`src/hdl/omc_pkg.sv`:
```
package omc_pkg;

    localparam int IN_W           = 16;
    localparam int COST_W         = 40;
    localparam int MAX_ITEMS_DEF  = 1024;
    localparam int VALUE_BITS_DEF = 16;

    typedef struct packed {
        logic [COST_W-1:0] total_cost;
        logic              overflow;
    } res_t;

endpackage

```
`src/hdl/omc_engine.sv`:
```
module omc_engine #(
    parameter int MAX_ITEMS  = omc_pkg::MAX_ITEMS_DEF,
    parameter int VALUE_BITS = omc_pkg::VALUE_BITS_DEF,
    parameter int AW         = $clog2(MAX_ITEMS),
    parameter int EW         = VALUE_BITS + $clog2(MAX_ITEMS) + 1
) (
    input  logic                     clk,
    input  logic                     rst_n,
    input  logic                     in_valid,
    output logic                     in_ready,
    input  logic [omc_pkg::IN_W-1:0] in_value,
    input  logic                     in_last,
    output logic                     res_valid,
    input  logic                     res_ready,
    output omc_pkg::res_t            res,
    output logic                     mem_we,
    output logic [AW-1:0]            mem_waddr,
    output logic [EW-1:0]            mem_wdata,
    output logic [AW-1:0]            mem_raddr,
    input  logic [EW-1:0]            mem_rdata
);

    import omc_pkg::*;

    localparam int CW = $clog2(MAX_ITEMS + 1);
    localparam int XW = AW + 2;
    localparam logic [IN_W-1:0] VMASK =
        (VALUE_BITS >= IN_W) ? '1 : IN_W'((64'd1 << VALUE_BITS) - 64'd1);

    typedef enum logic [11:0] {
        S_IDLE = 12'b000000000001,
        S_UP   = 12'b000000000010,
        S_UP_W = 12'b000000000100,
        S_MCHK = 12'b000000001000,
        S_POP0 = 12'b000000010000,
        S_POP1 = 12'b000000100000,
        S_POP2 = 12'b000001000000,
        S_DN   = 12'b000010000000,
        S_DN_L = 12'b000100000000,
        S_DN_R = 12'b001000000000,
        S_SUM  = 12'b010000000000,
        S_OUT  = 12'b100000000000
    } state_t;

    state_t            state_reg, state_next;
    logic [CW-1:0]     cnt_reg, cnt_next;
    logic [AW-1:0]     pos_reg, pos_next;
    logic [EW-1:0]     v_reg, v_next;
    logic [EW-1:0]     a_reg, a_next;
    logic [EW-1:0]     b_reg, b_next;
    logic [EW-1:0]     hl_reg, hl_next;
    logic [COST_W-1:0] cost_reg, cost_next;
    logic              ovf_reg, ovf_next;
    logic              merging_reg, merging_next;
    logic              second_reg, second_next;

    logic [XW-1:0]     l_idx;
    logic [XW-1:0]     r_idx;
    logic [XW-1:0]     cnt_x;
    logic [AW-1:0]     parent;
    logic [EW-1:0]     sum;
    logic              left_lt;
    logic [EW-1:0]     best;
    logic              pop_done;
    logic              ins_done;

    assign l_idx   = {1'b0, pos_reg, 1'b1};
    assign r_idx   = l_idx + XW'(1);
    assign cnt_x   = XW'(cnt_reg);
    assign parent  = (pos_reg - AW'(1)) >> 1;
    assign sum     = a_reg + b_reg;
    assign left_lt = hl_reg < v_reg;
    assign best    = left_lt ? hl_reg : v_reg;

    assign res.total_cost = cost_reg;
    assign res.overflow   = ovf_reg;

    always_comb
    begin
        state_next   = state_reg;
        cnt_next     = cnt_reg;
        pos_next     = pos_reg;
        v_next       = v_reg;
        a_next       = a_reg;
        b_next       = b_reg;
        hl_next      = hl_reg;
        cost_next    = cost_reg;
        ovf_next     = ovf_reg;
        merging_next = merging_reg;
        second_next  = second_reg;
        mem_we       = 1'b0;
        mem_waddr    = pos_reg;
        mem_wdata    = v_reg;
        mem_raddr    = '0;
        in_ready     = 1'b0;
        res_valid    = 1'b0;
        pop_done     = 1'b0;
        ins_done     = 1'b0;

        unique case (state_reg)
            S_IDLE:
            begin
                in_ready = 1'b1;
                if (in_valid)
                begin
                    if (cnt_reg < CW'(MAX_ITEMS))
                    begin
                        v_next       = EW'(in_value & VMASK);
                        pos_next     = cnt_reg[AW-1:0];
                        cnt_next     = cnt_reg + CW'(1);
                        merging_next = in_last;
                        state_next   = S_UP;
                    end
                    else
                    begin
                        ovf_next = 1'b1;
                        if (in_last)
                        begin
                            merging_next = 1'b1;
                            state_next   = S_MCHK;
                        end
                    end
                end
            end
            S_UP:
            begin
                if (pos_reg == '0)
                begin
                    mem_we   = 1'b1;
                    ins_done = 1'b1;
                end
                else
                begin
                    mem_raddr  = parent;
                    state_next = S_UP_W;
                end
            end
            S_UP_W:
            begin
                mem_we = 1'b1;
                if (mem_rdata > v_reg)
                begin
                    mem_wdata  = mem_rdata;
                    pos_next   = parent;
                    state_next = S_UP;
                end
                else
                begin
                    ins_done = 1'b1;
                end
            end
            S_MCHK:
            begin
                if (cnt_reg > CW'(1))
                begin
                    second_next = 1'b0;
                    state_next  = S_POP0;
                end
                else
                begin
                    state_next = S_OUT;
                end
            end
            S_POP0:
            begin
                mem_raddr  = '0;
                state_next = S_POP1;
            end
            S_POP1:
            begin
                if (second_reg)
                begin
                    b_next = mem_rdata;
                end
                else
                begin
                    a_next = mem_rdata;
                end
                cnt_next   = cnt_reg - CW'(1);
                mem_raddr  = AW'(cnt_reg - CW'(1));
                state_next = S_POP2;
            end
            S_POP2:
            begin
                v_next     = mem_rdata;
                pos_next   = '0;
                state_next = S_DN;
            end
            S_DN:
            begin
                if (l_idx >= cnt_x)
                begin
                    mem_we   = 1'b1;
                    pop_done = 1'b1;
                end
                else
                begin
                    mem_raddr  = l_idx[AW-1:0];
                    state_next = S_DN_L;
                end
            end
            S_DN_L:
            begin
                hl_next = mem_rdata;
                if (r_idx < cnt_x)
                begin
                    mem_raddr  = r_idx[AW-1:0];
                    state_next = S_DN_R;
                end
                else
                begin
                    mem_we = 1'b1;
                    if (mem_rdata < v_reg)
                    begin
                        mem_wdata  = mem_rdata;
                        pos_next   = l_idx[AW-1:0];
                        state_next = S_DN;
                    end
                    else
                    begin
                        pop_done = 1'b1;
                    end
                end
            end
            S_DN_R:
            begin
                mem_we = 1'b1;
                if (mem_rdata < best)
                begin
                    mem_wdata  = mem_rdata;
                    pos_next   = r_idx[AW-1:0];
                    state_next = S_DN;
                end
                else if (left_lt)
                begin
                    mem_wdata  = hl_reg;
                    pos_next   = l_idx[AW-1:0];
                    state_next = S_DN;
                end
                else
                begin
                    pop_done = 1'b1;
                end
            end
            S_SUM:
            begin
                v_next     = sum;
                cost_next  = cost_reg + COST_W'(sum);
                pos_next   = cnt_reg[AW-1:0];
                cnt_next   = cnt_reg + CW'(1);
                state_next = S_UP;
            end
            S_OUT:
            begin
                res_valid = 1'b1;
                if (res_ready)
                begin
                    cnt_next     = '0;
                    cost_next    = '0;
                    ovf_next     = 1'b0;
                    merging_next = 1'b0;
                    state_next   = S_IDLE;
                end
            end
            default:
            begin
                state_next = S_IDLE;
            end
        endcase

        if (ins_done)
        begin
            state_next = merging_reg ? S_MCHK : S_IDLE;
        end

        if (pop_done)
        begin
            if (second_reg)
            begin
                state_next = S_SUM;
            end
            else
            begin
                second_next = 1'b1;
                state_next  = S_POP0;
            end
        end
    end

    always_ff @(posedge clk or negedge rst_n)
    begin
        if (!rst_n)
        begin
            state_reg   <= S_IDLE;
            cnt_reg     <= '0;
            pos_reg     <= '0;
            cost_reg    <= '0;
            ovf_reg     <= 1'b0;
            merging_reg <= 1'b0;
            second_reg  <= 1'b0;
        end
        else
        begin
            state_reg   <= state_next;
            cnt_reg     <= cnt_next;
            pos_reg     <= pos_next;
            cost_reg    <= cost_next;
            ovf_reg     <= ovf_next;
            merging_reg <= merging_next;
            second_reg  <= second_next;
        end
    end

    always_ff @(posedge clk)
    begin
        v_reg  <= v_next;
        a_reg  <= a_next;
        b_reg  <= b_next;
        hl_reg <= hl_next;
    end

endmodule

```
`config.mk`:
```
export PLATFORM = sky130hd
export DESIGN_NAME = omc_engine
export DESIGN_NICKNAME = d
export VERILOG_FILES = /design/src/hdl/omc_pkg.sv /design/src/hdl/omc_engine.sv
export SDC_FILE = /design/constraint.sdc
export NUM_CORES = 1
export LEC_CHECK = 0
export CORE_MARGIN = 2
export CORE_UTILIZATION = 50
export CTS_BUF_LIST = sky130_fd_sc_hd__clkbuf_2 sky130_fd_sc_hd__clkbuf_4 sky130_fd_sc_hd__clkbuf_8
export DETAILED_ROUTE_END_ITERATION = 8
export DONT_BUFFER_PORTS = 1
export PLACE_DENSITY_LB_ADDON = 0.05
export SLEW_MARGIN = 20
export SYNTH_ARGS = -nofsm -noshare
export SYNTH_HDL_FRONTEND = slang
export SYNTH_SLANG_ARGS = --single-unit
```
`constraint.sdc`:
```
create_clock -name clk -period 6 [get_ports clk]
set_clock_uncertainty 0.1 [all_clocks]
set_input_delay 0.6 -clock clk [delete_from_list [all_inputs] [get_ports clk]]
set_output_delay 0.6 -clock clk [all_outputs]
set_load 0.02 [all_outputs]
```
=== After elaboration in Yosys (flattened, before gate mapping) ===
Index checks and enable logic that the tools add are counted.

* Bits in registers: 184
* Logic and storage cells: 140
* Output and inout port bits: 91

* Reductions and logical operators: 16
* Multiplexer cells: 69
* Equal/unequal tests: 29
* Bitwise logic cells: 1
* $add $sub $neg: 6
* Magnitude comparators: 8

{| class="wikitable"
|+ Operators by type and width
! operator !! number
|-
| $mux 27 || 7
|-
| $mux 12 || 14
|-
| $pmux 27 s3 || 2
|-
| $pmux 12 s12 || 1
|-
| $mux 10 || 9
|-
| $lt 27x27->1 || 3
|-
| $pmux 40 s2 || 1
|-
| $pmux 10 s6 || 1
|-
| $mux 11 || 4
|-
| $pmux 11 s4 || 1
|-
| $add 40x27->40 || 1
|-
| $mux 40 || 1
|-
| $pmux 10 s4 || 1
|-
| $add 27x27->27 || 1
|-
| $gt 27x27->1 || 1
|-
| $mux 1 || 20
|-
| $ne 4x4->1 const B || 5
|-
| $ne 5x5->1 const B || 3
|-
| $ne 2x2->1 const B || 7
|-
| $add 11x1->12 const B || 1
|-
| $eq 12x1->1 const B || 1
|-
| $eq 12x10->1 const B || 1
|-
| $eq 12x11->1 const B || 1
|-
| $eq 12x12->1 const B || 1
|-
| other kinds (33) || 41
|}

=== Depth between registers and ports, before layout ===
Gate-level depths: netlist (run 1).

* Depth after elaboration: 7
* Depth in mapped cells: 22
* Gate-level depth less buffers: 22

=== Least setup slack after synthesis (run 1) ===
OpenSTA, ideal clock, no wires.

* Path type: reg-to-output
* Start point: reg v_reg[26]
* End point: out mem_wdata[10]
* Arrival time: 4.914 ns
* Slack: 0.386 ns
* Stages on the path, launching flop included: 22
* Cells stage by stage: edfxtp_1 > inv_1 > ha_1 > nand4_1 > nor3_1 > nand2_1 > nor4b_1 > or3_1 > buf_6 > buf_6 > mux2i_1 > ha_1 > a21o_1 > a21o_1 > a2111oi_0 > o21ai_0 > a221oi_1 > o21ai_0 > o21ai_1 > buf_2 > dlygate4sd1_1 > o221ai_1

* Cells in the longest elaborated chain, start to end: 5
* Elaborated cells between the ends (all ways): 10

{| class="wikitable"
|+ RTL lines
! what !! RTL line !! text
|-
| from (decl) || omc_engine.sv:48 || <nowiki>logic [EW-1:0] v_reg, v_next;</nowiki>
|-
| from (signal assigned) || omc_engine.sv:316 || <nowiki>v_reg <= v_next;</nowiki>
|-
| $lt 27x27->1 || omc_engine.sv:72 || <nowiki>assign left_lt = hl_reg < v_reg;</nowiki>
|-
| $mux 27 || omc_engine.sv:73, omc_engine.sv:234 ||
|-
| $lt 27x27->1 || omc_engine.sv:228 || <nowiki>if (mem_rdata < best)</nowiki>
|-
| $mux 27 || omc_engine.sv:228 ||
|-
| $pmux 27 s3 * || omc_engine.sv:100 || <nowiki>unique case (state_reg)</nowiki>
|-
| to (decl) || omc_engine.sv:18 || <nowiki>output logic [EW-1:0] mem_wdata,</nowiki>
|}

Every way passes the cells marked *; elsewhere a longest branch is shown, timed or not.

=== Worst setup path in the final report (run 1) ===
* Start point: reg hl_reg[16]
* End point: out mem_wdata[5]

* Cells in the longest elaborated chain, start to end: 5

{| class="wikitable"
|+ RTL lines
! what !! RTL line !! text
|-
| from (decl) || omc_engine.sv:51 || <nowiki>logic [EW-1:0] hl_reg, hl_next;</nowiki>
|-
| from (signal assigned) || omc_engine.sv:319 || <nowiki>hl_reg <= hl_next;</nowiki>
|-
| $lt 27x27->1 || omc_engine.sv:72 ||
|-
| $mux 27 * || omc_engine.sv:73, omc_engine.sv:234 ||
|-
| $lt 27x27->1 || omc_engine.sv:228 ||
|-
| $mux 27 * || omc_engine.sv:228 ||
|-
| $pmux 27 s3 * || omc_engine.sv:100 ||
|}

Marks and branches as above.

==> results of run 1 <==
-- worst max-delay path by stage --
stage,end,startpoint,slack (ns),cells past startpoint
after floorplan,mem_wdata[10],v_reg[26]$_DFFE_PP_,0.39,21
after global placement,mem_wdata[16],v_reg[20]$_DFFE_PP_,0.30,22
after detailed placement,mem_wdata[26],v_reg[20]$_DFFE_PP_,0.25,21
after CTS,mem_wdata[15],hl_reg[16]$_DFFE_PP_,0.03,21
after global routing,mem_wdata[3],v_reg[26]$_DFFE_PP_,-0.19,21
final,mem_wdata[5],hl_reg[16]$_DFFE_PP_,0.01,20
-- per-layer routing --
metal  GRT usage (%)  routed length [um]  vias up
li1                -                   -     5566
met3            6.18                2890       84
met4            11.0                1410        6
met1            35.2               17100     5696
met5               0                  34        -
met2            49.0               20300      387
-- cell usage after synthesis, types with 8 or more instances --
cell type and n:
sky130_fd_sc_hd__nand2b_1 10, sky130_fd_sc_hd__o22ai_1 13, sky130_fd_sc_hd__a31oi_1 18, sky130_fd_sc_hd__nand4_1 21, sky130_fd_sc_hd__a21oi_1 90, sky130_fd_sc_hd__and3_1 16
sky130_fd_sc_hd__o31ai_1 16, sky130_fd_sc_hd__a22o_1 12, sky130_fd_sc_hd__o21bai_1 10, sky130_fd_sc_hd__buf_6 14, sky130_fd_sc_hd__xor2_1 26, sky130_fd_sc_hd__dfrtp_1 75
sky130_fd_sc_hd__nor3_1 25, sky130_fd_sc_hd__a211oi_1 10, sky130_fd_sc_hd__o21ai_0 85, sky130_fd_sc_hd__nand3_1 54, sky130_fd_sc_hd__o21a_1 13, sky130_fd_sc_hd__inv_1 85
sky130_fd_sc_hd__edfxtp_1 108, sky130_fd_sc_hd__or2_2 8, sky130_fd_sc_hd__ha_1 157, sky130_fd_sc_hd__a21o_1 54, sky130_fd_sc_hd__clkbuf_1 33, sky130_fd_sc_hd__nor2b_1 14
sky130_fd_sc_hd__nand2_1 131, sky130_fd_sc_hd__mux2i_1 27, sky130_fd_sc_hd__xnor2_1 54, sky130_fd_sc_hd__nor4_1 9, sky130_fd_sc_hd__o221ai_1 28, sky130_fd_sc_hd__a22oi_1 16
sky130_fd_sc_hd__nor2_1 89, sky130_fd_sc_hd__a221oi_1 10, sky130_fd_sc_hd__o21ai_1 10
-- power by group --
part	internal, uW	switching (uW)	leakage, uW	total [uW]
combinational	966	1400	0.00454	2370
clock	305	519	0.000190	824
sequential	1530	274	0.00179	1800
-- critical path, delay by kind of cell, from the launching register on --
| kind | cells | cell delay (ns) |
|---|---|---|
| AO/OA/AOI/OAI | 6 | 1.26 |
| buffers and inverters | 3 | 0.61 |
| flip-flops | 1 | 0.44 |
| multiplexers | 1 | 0.18 |
| AND/OR/NAND/NOR | 8 | 1.65 |
| adder cells (fa/ha/maj) | 2 | 0.67 |
-- final cells by class --
| class | count | share of cell area, % |
|---|---|---|
| multi-input combinational | 1134 | 54.5 |
| sequential | 184 | 33.8 |
| timing repair buffer | 74 | 4.03 |
| tap | 378 | 3.10 |
| inverter | 88 | 2.20 |
| clock buffer | 17 | 1.54 |
| clock inverter | 15 | 0.854 |
| antenna | 3 | 0.0493 |
-- stage by stage --
stage	power, uW	setup WS, ns
2_1_floorplan	3370	0.386
3_3_place_gp	4020	0.304
3_5_place_dp	4050	0.251
4_1_cts	4920	0.0263
5_1_grt	5330	-0.193
6_report	4990	0.0149
-- kinds of logic (layout without fill, tap and decap cells) --
family	Yosys count	after routing	share of synthesized area, %
and+or+nand+nor	429	429	15.4
muxes	28	28	2.02
xor gates and xnor gates	80	80	5.03
adders and majority gates	159	159	14.4
other	0	3	0
DFF	184	184	36.9
buffers and inverters	145	194	4.83
AOI/OAI and AO/OA	438	438	21.4
-- repair_timing --
| item | 4_1_cts | 5_1_grt |
|---|---|---|
| pin swaps | 2 | 4 |
| resized for setup | 13 | 30 |
| gates cloned | 0 | 1 |
| endpoints found under the setup margin | 27 | 27 |
| hold endpoints to repair | 76 | 0 |
| setup buffers | 4 | 6 |
| hold buffers | 2 | 0 |
==> results.md, run 1 <==
* Run status: completed
* Syn Area/Cell at 9.52 sq um
* Clock transition at path regs at 0.11 ns
* GP Congestion at 0.941
* Class of the most critical setup path: reg -> out
* Post-synth top area share at 23.3%
* Netlist cell types at 84
* Post-DP HPWL at 31500 um
* Number of vias per cell after detailed routing at 6.20
* Overall fraction of global-route tracks in use at 28.6%
* Delay contributed by the slowest stage of the critical path at 0.44 ns
* Clk Latency, worst-skew pair at 0.48 ns
* Number of design rule violations left after detail routing at 0
* Filler instances at 2560
* Pre-Repair DR Iteration Count at 8
* Starting Density at 50.4%
* Leakage power of the design at 0.00652 uW
* Net count, final at 1706
* Minimum hold slack at 0.111 ns
* Netlist area before placement at 13900 sq um
* Cell types occupying the most area after synthesis: sky130_fd_sc_hd__edfxtp_1 23%, sky130_fd_sc_hd__ha_1 14%, sky130_fd_sc_hd__dfrtp_1 13%
* Commonest non-fill, non-tap cell in the layout: sky130_fd_sc_hd__ha_1
* Hold Crit Depth at 0
* Number of global-route vias before repair at 11400
* Required time of the critical path at 5.30 ns
* Die outline height at 171 um
* Number of failing hold endpoints at the final stage at 0
* Instance area at placement at 14600 sq um
* Fraction of layout instances using a drive strength above 1 at 12.3%
* Synth Warn # at 0
* Number of top-level design ports at 139
* Reg2Reg Setup Slack at 0.53 ns
* Placed cell count at 1845
* Slew margin rel. at 39.8%
* Utilization after layout at 55.2%
* Net Count, Synth at 1670
* Initial antenna violation count at 6
* Max-cap viol count at 0
* Min Clock Period, post-route at 5.99 ns
* Transition at the pin with the smallest max-transition slack at 0.902 ns
* Placeable core area at 27600 sq um
* Hold Path Origin: mem_rdata[21]
* EDFF count, synth at 108
* CTS Buf Count at 17
* Cell-by-cell listing of the critical path: ha_1 > a21o_1 > a21o_1 > a211oi_2 > nor3_2 > or3_4 > buf_4 > mux2i_1 > ha_1 > nand4_1 > nor2_2 > nand4_1 > nor3_2 > nand3_1 > o31a_1 > and3_4 > a221oi_4 > buf_12 > o221ai_1 > buf_4
* Area of all placed cells without fillers at 15200 sq um
* Max reg flops at 40
* Upper clock frequency limit at 167 MHz
* Setup repair after global routing missed its margin: yes
* Via total after detailed routing at 11700
* Maximum number of pins on one net before global-route repair at 77
* Count of final max-slew check failures at 0
* Leading cell types in the layout, fill and taps excluded: 157 x sky130_fd_sc_hd__ha_1, 130 x sky130_fd_sc_hd__nand2_1, 108 x sky130_fd_sc_hd__edfxtp_1
* Synth async-reset ratio at 41.3%
* Destination of the worst hold path: b_reg[21]$_DFFE_PP_
* Root cell of the clock tree: sky130_fd_sc_hd__clkbuf_8
* Site Rows at 61
* Post-DRT Antenna Nets at 0
* Primary flip-flop cell chosen by synthesis mapping: sky130_fd_sc_hd__edfxtp_1
* CTS Buffer Depth at 2
* Setup TNS at 0 ns
* Max VDD drop at 0.225 mV
* TritonCTS Sinks at 184
* Number of instances in the synthesized netlist at 1463
* Capturing element type of the critical path: output port
* DRC violation total after the first TritonRoute iteration at 986
* Total of flip-flops plus latches after synthesis at 184
* Class of the most critical hold timing path: in -> reg
* Critical path arrival at 5.29 ns
* Chip Width at 171 um
* Worst r2r src: v_reg[26]$_DFFE_PP_
* Final worst path period share at 99.8%
* Critical-path top delay cell: sky130_fd_sc_hd__edfxtp_1
* CTS H-tree depth at 4
* Area grow syn2layout at 9.41%
* Critical path startpoint category: flip-flop
* End of the worst register-to-register path: state_reg[1]$_DFFE_PN0P_
* Port bufs at 0
* Die area at 29200 sq um
* Area of combinational cells with multiple inputs at 8300 sq um
* Power density over cell area at 328 nW/um^2
* Final setup violation count at 0
* Final cell count without fillers at 1893
* Total Wirelength at 41800 um
* Remaining global-route overflow at 0
* Number of cells traversed by the worst register-to-register path at 23
* Biggest fanout along the worst timing path at 27
* Drt wl/cell at 22.1 um
* Seq. cell area at 5150 sq um
* Sequential fraction of the synthesis area at 36.9%
* Wire length of the first global-routing pass at 64100 um
* Library cell occupying the most area in the post-synthesis netlist: sky130_fd_sc_hd__edfxtp_1
* CTS tree: done
Note: power is estimated with default switching activity, not from simulation.
==> run 2, diff against run 1 <==
--- a/config.mk
+++ b/config.mk
@@ -11,6 +11,7 @@
 export DETAILED_ROUTE_END_ITERATION = 8
 export DONT_BUFFER_PORTS = 1
 export PLACE_DENSITY_LB_ADDON = 0.05
+export RECOVER_POWER = 100
 export SLEW_MARGIN = 20
 export SYNTH_ARGS = -nofsm -noshare
 export SYNTH_HDL_FRONTEND = slang
==> run 2 against run 1 <==
Compared with the run above:
- the flow now finishes with violations (max-capacitance violations, max-slew violations)
- critical path depth up 1
- clock power is essentially flat
- wire length is essentially flat
==> results.md, run 2 (synthesis results as in run 1) <==
* Run status: finished, violations left
* Violations in the final reports: max-capacitance violations, max-slew violations
* Number of vias per cell after detailed routing at 6.20
* Commonest non-fill, non-tap cell in the layout: sky130_fd_sc_hd__ha_1
* Post-DP HPWL at 31500 um
* Biggest fanout along the worst timing path at 27
* Hold Crit Depth at 0
* Hold Path Origin: mem_rdata[21]
* Min Clock Period, post-route at 5.98 ns
* Max VDD drop at 0.227 mV
* Wire length of the first global-routing pass at 64100 um
* Maximum number of pins on one net before global-route repair at 77
* Final worst path period share at 99.6%
* Area grow syn2layout at 8.89%
* Setup TNS at 0 ns
* Minimum hold slack at 0.110 ns
* Overall fraction of global-route tracks in use at 28.6%
* Net count, final at 1706
* Total Wirelength at 41800 um
* Final setup violation count at 0
* Upper clock frequency limit at 167 MHz
* Clk Latency, worst-skew pair at 0.48 ns
* Setup repair after global routing missed its margin: yes
* CTS H-tree depth at 4
* Clock transition at path regs at 0.11 ns
* End of the worst register-to-register path: state_reg[1]$_DFFE_PN0P_
* Drt wl/cell at 22.1 um
* CTS Buf Count at 17
* Max reg flops at 40
* Count of final max-slew check failures at 133
* Remaining global-route overflow at 0
* Transition at the pin with the smallest max-transition slack at 4.38 ns
* TritonCTS Sinks at 184
* Setup slack after layout at 0.0245 ns
* Slew margin rel. at -192%
* Class of the most critical setup path: reg -> out
* Destination of the worst hold path: b_reg[21]$_DFFE_PP_
* Starting Density at 50.4%
* Initial antenna violation count at 6
* Fraction of layout instances using a drive strength above 1 at 11.4%
* Die outline height at 171 um
* Number of top-level design ports at 139
* Site Rows at 61
* Placed cell count at 1845
* Required time of the critical path at 5.30 ns
* Placeable core area at 27600 sq um
* Critical path arrival at 5.28 ns
* PnR Total Power at 4970 uW
* Number of global-route vias before repair at 11400
* Die area at 29200 sq um
* Number of failing hold endpoints at the final stage at 0
* Capturing element type of the critical path: output port
* Filler instances at 2577
* Critical path startpoint category: flip-flop
* Power density over cell area at 328 nW/um^2
* Area of combinational cells with multiple inputs at 8280 sq um
* Pre-Repair DR Iteration Count at 5
* Leading cell types in the layout, fill and taps excluded: 157 x sky130_fd_sc_hd__ha_1, 130 x sky130_fd_sc_hd__nand2_1, 108 x sky130_fd_sc_hd__edfxtp_1
* Post-DRT Antenna Nets at 0
* Worst r2r src: v_reg[2]$_DFFE_PP_
* Max-cap viol count at 3
* Final cell count without fillers at 1893
* Root cell of the clock tree: sky130_fd_sc_hd__clkbuf_8
* Setup WS pre-CTS at 0.251 ns
* Class of the most critical hold timing path: in -> reg
* Seq. cell area at 5150 sq um
* DRC violation total after the first TritonRoute iteration at 897
* Chip Width at 171 um
* First element of the critical path: v_reg[2]$_DFFE_PP_
* Number of design rule violations left after detail routing at 0
* GP Congestion at 0.941
* Leakage power of the design at 0.00647 uW
* Reg2Reg Setup Slack at 0.53 ns
* Number of cells traversed by the worst register-to-register path at 23
* CTS tree: done
* Port bufs at 0
* Via total after detailed routing at 11700
* CTS Buffer Depth at 2
-- run 2: cell count changes in the layout (fill, tap and decap cells not counted), sizes merged --
cell      change
buf           -8
clkbuf        +8
clkinv        -1
clkinvlp      +1
-- run 2: worst max-delay path by stage --
stage	endpoint	depth (start not counted)
floorplan	mem_wdata[10]	21
global placement	mem_wdata[16]	22
detailed placement	mem_wdata[26]	21
CTS	mem_wdata[15]	21
global route	mem_wdata[3]	21
finish	mem_wdata[0]	21
-- run 2: timing repair --
item | in CTS | in global routing
buffers inserted | 4 | 6
hold buffers | 2 | 0
hold endpoints to repair | 76 | 0
pin swaps | 2 | 4
endpoints found under the setup margin | 27 | 27
resized for setup | 13 | 30
cloned | 0 | 1
-- run 2: report_power, final --
group | internal (uW) | leakage, uW | switching [uW] | total [uW]
Combinational | 948 | 0.00449 | 1400 | 2350
Sequential | 1530 | 0.00179 | 272 | 1800
Clock | 305 | 0.000190 | 519 | 823
Total | 2780 | 0.00647 | 2190 | 4970
-- run 2: critical path, cell delays in order, from the launching register on --
cell,delay (ns)
sky130_fd_sc_hd__edfxtp_1,0.44
sky130_fd_sc_hd__inv_1,0.11
sky130_fd_sc_hd__ha_1,0.25
sky130_fd_sc_hd__a21o_1,0.18
sky130_fd_sc_hd__a31oi_1,0.16
sky130_fd_sc_hd__o21ai_1,0.16
sky130_fd_sc_hd__nor4b_4,0.17
sky130_fd_sc_hd__or3_4,0.41
sky130_fd_sc_hd__buf_4,0.18
sky130_fd_sc_hd__mux2i_1,0.17
sky130_fd_sc_hd__ha_1,0.35
sky130_fd_sc_hd__nand4_1,0.14
sky130_fd_sc_hd__nor2_2,0.15
sky130_fd_sc_hd__nand4_1,0.22
sky130_fd_sc_hd__nor3_2,0.27
sky130_fd_sc_hd__nand3_1,0.14
sky130_fd_sc_hd__o31a_1,0.28
sky130_fd_sc_hd__and3_4,0.20
sky130_fd_sc_hd__a221oi_4,0.22
sky130_fd_sc_hd__buf_12,0.24
sky130_fd_sc_hd__o32a_1,0.18
sky130_fd_sc_hd__nand2_1,0.17
-- run 2: stage by stage --
stage,instance area (sq um),utilization (%)
after floorplan,13900,-
after global placement,14600,52.7
after detailed placement,14600,52.7
after CTS,15100,54.5
after global routing,15200,54.9
final,15200,54.9
-- run 2: area by class of cell --
cell class                 count  area share, %
clock buffer                  17           1.54
antenna                        3         0.0495
timing repair buffer          74           3.72
inverter                      88           2.19
sequential                   184           33.9
multi-input combinational   1134           54.6
clock inverter                15          0.858
tap                          378           3.12
-- run 2: metal layers --
| metal | global-route usage (%) | vias to the layer above | wire [um] |
|---|---|---|---|
| met4 | 11.0 | 6 | 1480 |
| met2 | 49.0 | 369 | 20300 |
| li1 | - | 5568 | - |
| met1 | 35.2 | 5704 | 17200 |
| met3 | 6.18 | 85 | 2800 |
| met5 | 0 | - | 34 |
==> run 3, diff against run 2 <==
--- a/config.mk
+++ b/config.mk
@@ -11,7 +11,7 @@
 export DETAILED_ROUTE_END_ITERATION = 8
 export DONT_BUFFER_PORTS = 1
 export PLACE_DENSITY_LB_ADDON = 0.05
-export RECOVER_POWER = 100
+export RECOVER_POWER = 25
 export SLEW_MARGIN = 20
 export SYNTH_ARGS = -nofsm -noshare
 export SYNTH_HDL_FRONTEND = slang
==> run 3 against run 2 <==
Compared with the run above:
- the flow still finishes with violations (max-capacitance violations, max-slew violations)
- fmax decreased by 0.20%
- global-route usage unchanged
- via count about the same
- critical path type unchanged
- core utilization increased by 0.19 points
- combinational power about the same
==> results.md, run 3 (synthesis results as in run 1) <==
* Wire length of the first global-routing pass at 64100 um
* Number of vias per cell after detailed routing at 6.20
* Critical path buffer and inverter count at 3
* CTS tree: done
* Number of design rule violations left after detail routing at 0
* Cell-by-cell listing of the critical path: ha_1 > a21o_1 > a21o_1 > a211oi_2 > nor3_2 > or3_4 > buf_4 > mux2i_1 > ha_1 > nand4_1 > nor2_2 > nand4_1 > nor3_2 > nand3_1 > o31a_1 > and3_4 > a221oi_4 > buf_12 > o221ai_1 > buf_4
* Final worst path period share at 99.8%
* Port bufs at 0
* Remaining global-route overflow at 0
* Min Clock Period, post-route at 5.99 ns
* Biggest fanout along the worst timing path at 27
* Required time of the critical path at 5.30 ns
* Placeable core area at 27600 sq um
* Max reg flops at 40
* Leakage power of the design at 0.00651 uW
* Max-cap viol count at 1
* Fraction of layout instances using a drive strength above 1 at 12.2%
* Delay contributed by the slowest stage of the critical path at 0.44 ns
* Root cell of the clock tree: sky130_fd_sc_hd__clkbuf_8
* CTS H-tree depth at 4
* Run status: finished, violations left
* Chip Width at 171 um
* Maximum number of pins on one net before global-route repair at 77
* Initial antenna violation count at 6
* Upper clock frequency limit at 167 MHz
* DRC violation total after the first TritonRoute iteration at 986
* Final setup violation count at 0
* Pre-Repair DR Iteration Count at 6
* Class of the most critical setup path: reg -> out
* Total Wirelength at 41700 um
* Area grow syn2layout at 9.26%
* Die area at 29200 sq um
* Clock transition at path regs at 0.11 ns
* PnR Total Power at 4990 uW
* Violations in the final reports: max-capacitance violations, max-slew violations
* Site Rows at 61
* Class of the most critical hold timing path: in -> reg
* Net count, final at 1706
* Placed cell count at 1845
* Die outline height at 171 um
* Power density over cell area at 328 nW/um^2
* Clk Latency, worst-skew pair at 0.48 ns
* Leading cell types in the layout, fill and taps excluded: 157 x sky130_fd_sc_hd__ha_1, 130 x sky130_fd_sc_hd__nand2_1, 108 x sky130_fd_sc_hd__edfxtp_1
* Slew margin rel. at -191%
* Critical-path top delay cell: sky130_fd_sc_hd__edfxtp_1
* Starting Density at 50.4%
* Post-DRT Antenna Nets at 0
* CTS Buf Count at 17
* Setup repair after global routing missed its margin: yes
* Reg2Reg Setup Slack at 0.55 ns
* TritonCTS Sinks at 184
* Number of global-route vias before repair at 11400
* Crit-path leading delay family: simple AND/OR/NAND/NOR gates
* Filler instances at 2563
* Count of final max-slew check failures at 77
* Capturing element type of the critical path: output port
* Overall fraction of global-route tracks in use at 28.6%
* Commonest non-fill, non-tap cell in the layout: sky130_fd_sc_hd__ha_1
* Number of top-level design ports at 139
* Post-DP HPWL at 31500 um
* Max VDD drop at 0.226 mV
* Number of failing hold endpoints at the final stage at 0
* Utilization after layout at 55.1%
* Transition at the pin with the smallest max-transition slack at 4.36 ns
* Critical path arrival at 5.29 ns
* CTS Buffer Depth at 2
* GP Congestion at 0.941
* Critical path startpoint category: flip-flop
* Via total after detailed routing at 11700
* Final cell count without fillers at 1894
* Drt wl/cell at 22.0 um
run 3: cell types whose count changed in the layout (fill, tap and decap cells not counted), moves of 3 or more:
cell,previous run,this run
sky130_fd_sc_hd__or4_1,10,7
sky130_fd_sc_hd__clkbuf_1,8,1
sky130_fd_sc_hd__buf_4,60,67
sky130_fd_sc_hd__or4_4,2,5
run 3: through the flow:
step	area [sq um]	setup slack (ns)	TNS (ns)	hold WS (ns)
detailed placement	14600	0.251	0	0.206
CTS	15100	0.0263	0	0.0853
finish	15200	0.0124	0	0.107
global route	15200	-0.193	-4.63	0.0776
global placement	14600	0.304	0	0.206
floorplan	13900	0.386	0	0.204
run 3: routing by layer:
metal | routed length [um] | part of all wire (%) | vias up | global-route usage, %
met3 | 2810 | 6.7 | 87 | 6.18
met1 | 17100 | 41 | 5694 | 35.2
li1 | - | - | 5568 | -
met2 | 20300 | 49 | 389 | 49.0
met5 | 26 | 0.062 | - | 0
met4 | 1480 | 3.5 | 4 | 11.0
run 3: power by group:
part / switching [uW] / total (uW) / internal, uW
Sequential: 273 / 1800 / 1530
Combinational: 1400 / 2360 / 964
Clock: 520 / 825 / 304
run 3: path summary, 6_finish.rpt:
check | start | to | cells past startpoint
min in group asynchronous | rst_n | cost_reg[22]$_DFFE_PN0P_ | 2
worst max register to register | v_reg[26]$_DFFE_PP_ | state_reg[1]$_DFFE_PN0P_ | 23
worst min-delay path | mem_rdata[21] | b_reg[21]$_DFFE_PP_ | 0
worst max-delay path | hl_reg[16]$_DFFE_PP_ | mem_wdata[5] | 20
worst min register to register | second_reg$_DFF_PN0_ | state_reg[4]$_DFFE_PN0P_ | 1
max in group asynchronous | rst_n | mem_waddr[9]$_DFFE_PN0P_ | 2
run 3: final cells by class:
type                       instances  area (sq um)  area share (%)
multi-input combinational       1134          8300            54.5
tap                              378           473            3.11
antenna                            4          10.0          0.0658
inverter                          88           335            2.20
sequential                       184          5150            33.8
clock inverter                    15           130           0.855
timing repair buffer              74           591            3.88
clock buffer                      17           234            1.54
run 3: worst reg2reg max path, stage by stage, from the launching register on:
cell	delay, ns
sky130_fd_sc_hd__edfxtp_1	0.38
sky130_fd_sc_hd__inv_1	0.07
sky130_fd_sc_hd__ha_1	0.32
sky130_fd_sc_hd__nand4_1	0.19
sky130_fd_sc_hd__nor3_2	0.27
sky130_fd_sc_hd__nand2_2	0.12
sky130_fd_sc_hd__nor4b_4	0.26
sky130_fd_sc_hd__or3_4	0.22
sky130_fd_sc_hd__buf_8	0.18
sky130_fd_sc_hd__mux2i_4	0.27
sky130_fd_sc_hd__ha_1	0.27
sky130_fd_sc_hd__a21o_1	0.16
sky130_fd_sc_hd__a21o_1	0.17
sky130_fd_sc_hd__a211oi_1	0.23
sky130_fd_sc_hd__o21ai_1	0.13
sky130_fd_sc_hd__a221oi_2	0.35
sky130_fd_sc_hd__buf_4	0.17
sky130_fd_sc_hd__o21ai_1	0.10
sky130_fd_sc_hd__o21ai_2	0.18
sky130_fd_sc_hd__buf_4	0.16
sky130_fd_sc_hd__buf_12	0.17
sky130_fd_sc_hd__o221a_2	0.26
sky130_fd_sc_hd__or3b_1	0.40
sky130_fd_sc_hd__a311oi_1	0.23
run 3: repair_timing:
item	in CTS	in global routing
buffers inserted	4	6
endpoints found under the hold margin	76	0
cloned	0	1
gates resized for setup	13	30
setup endpoints to repair	27	27
pin swaps	2	4
hold buffers	2	0
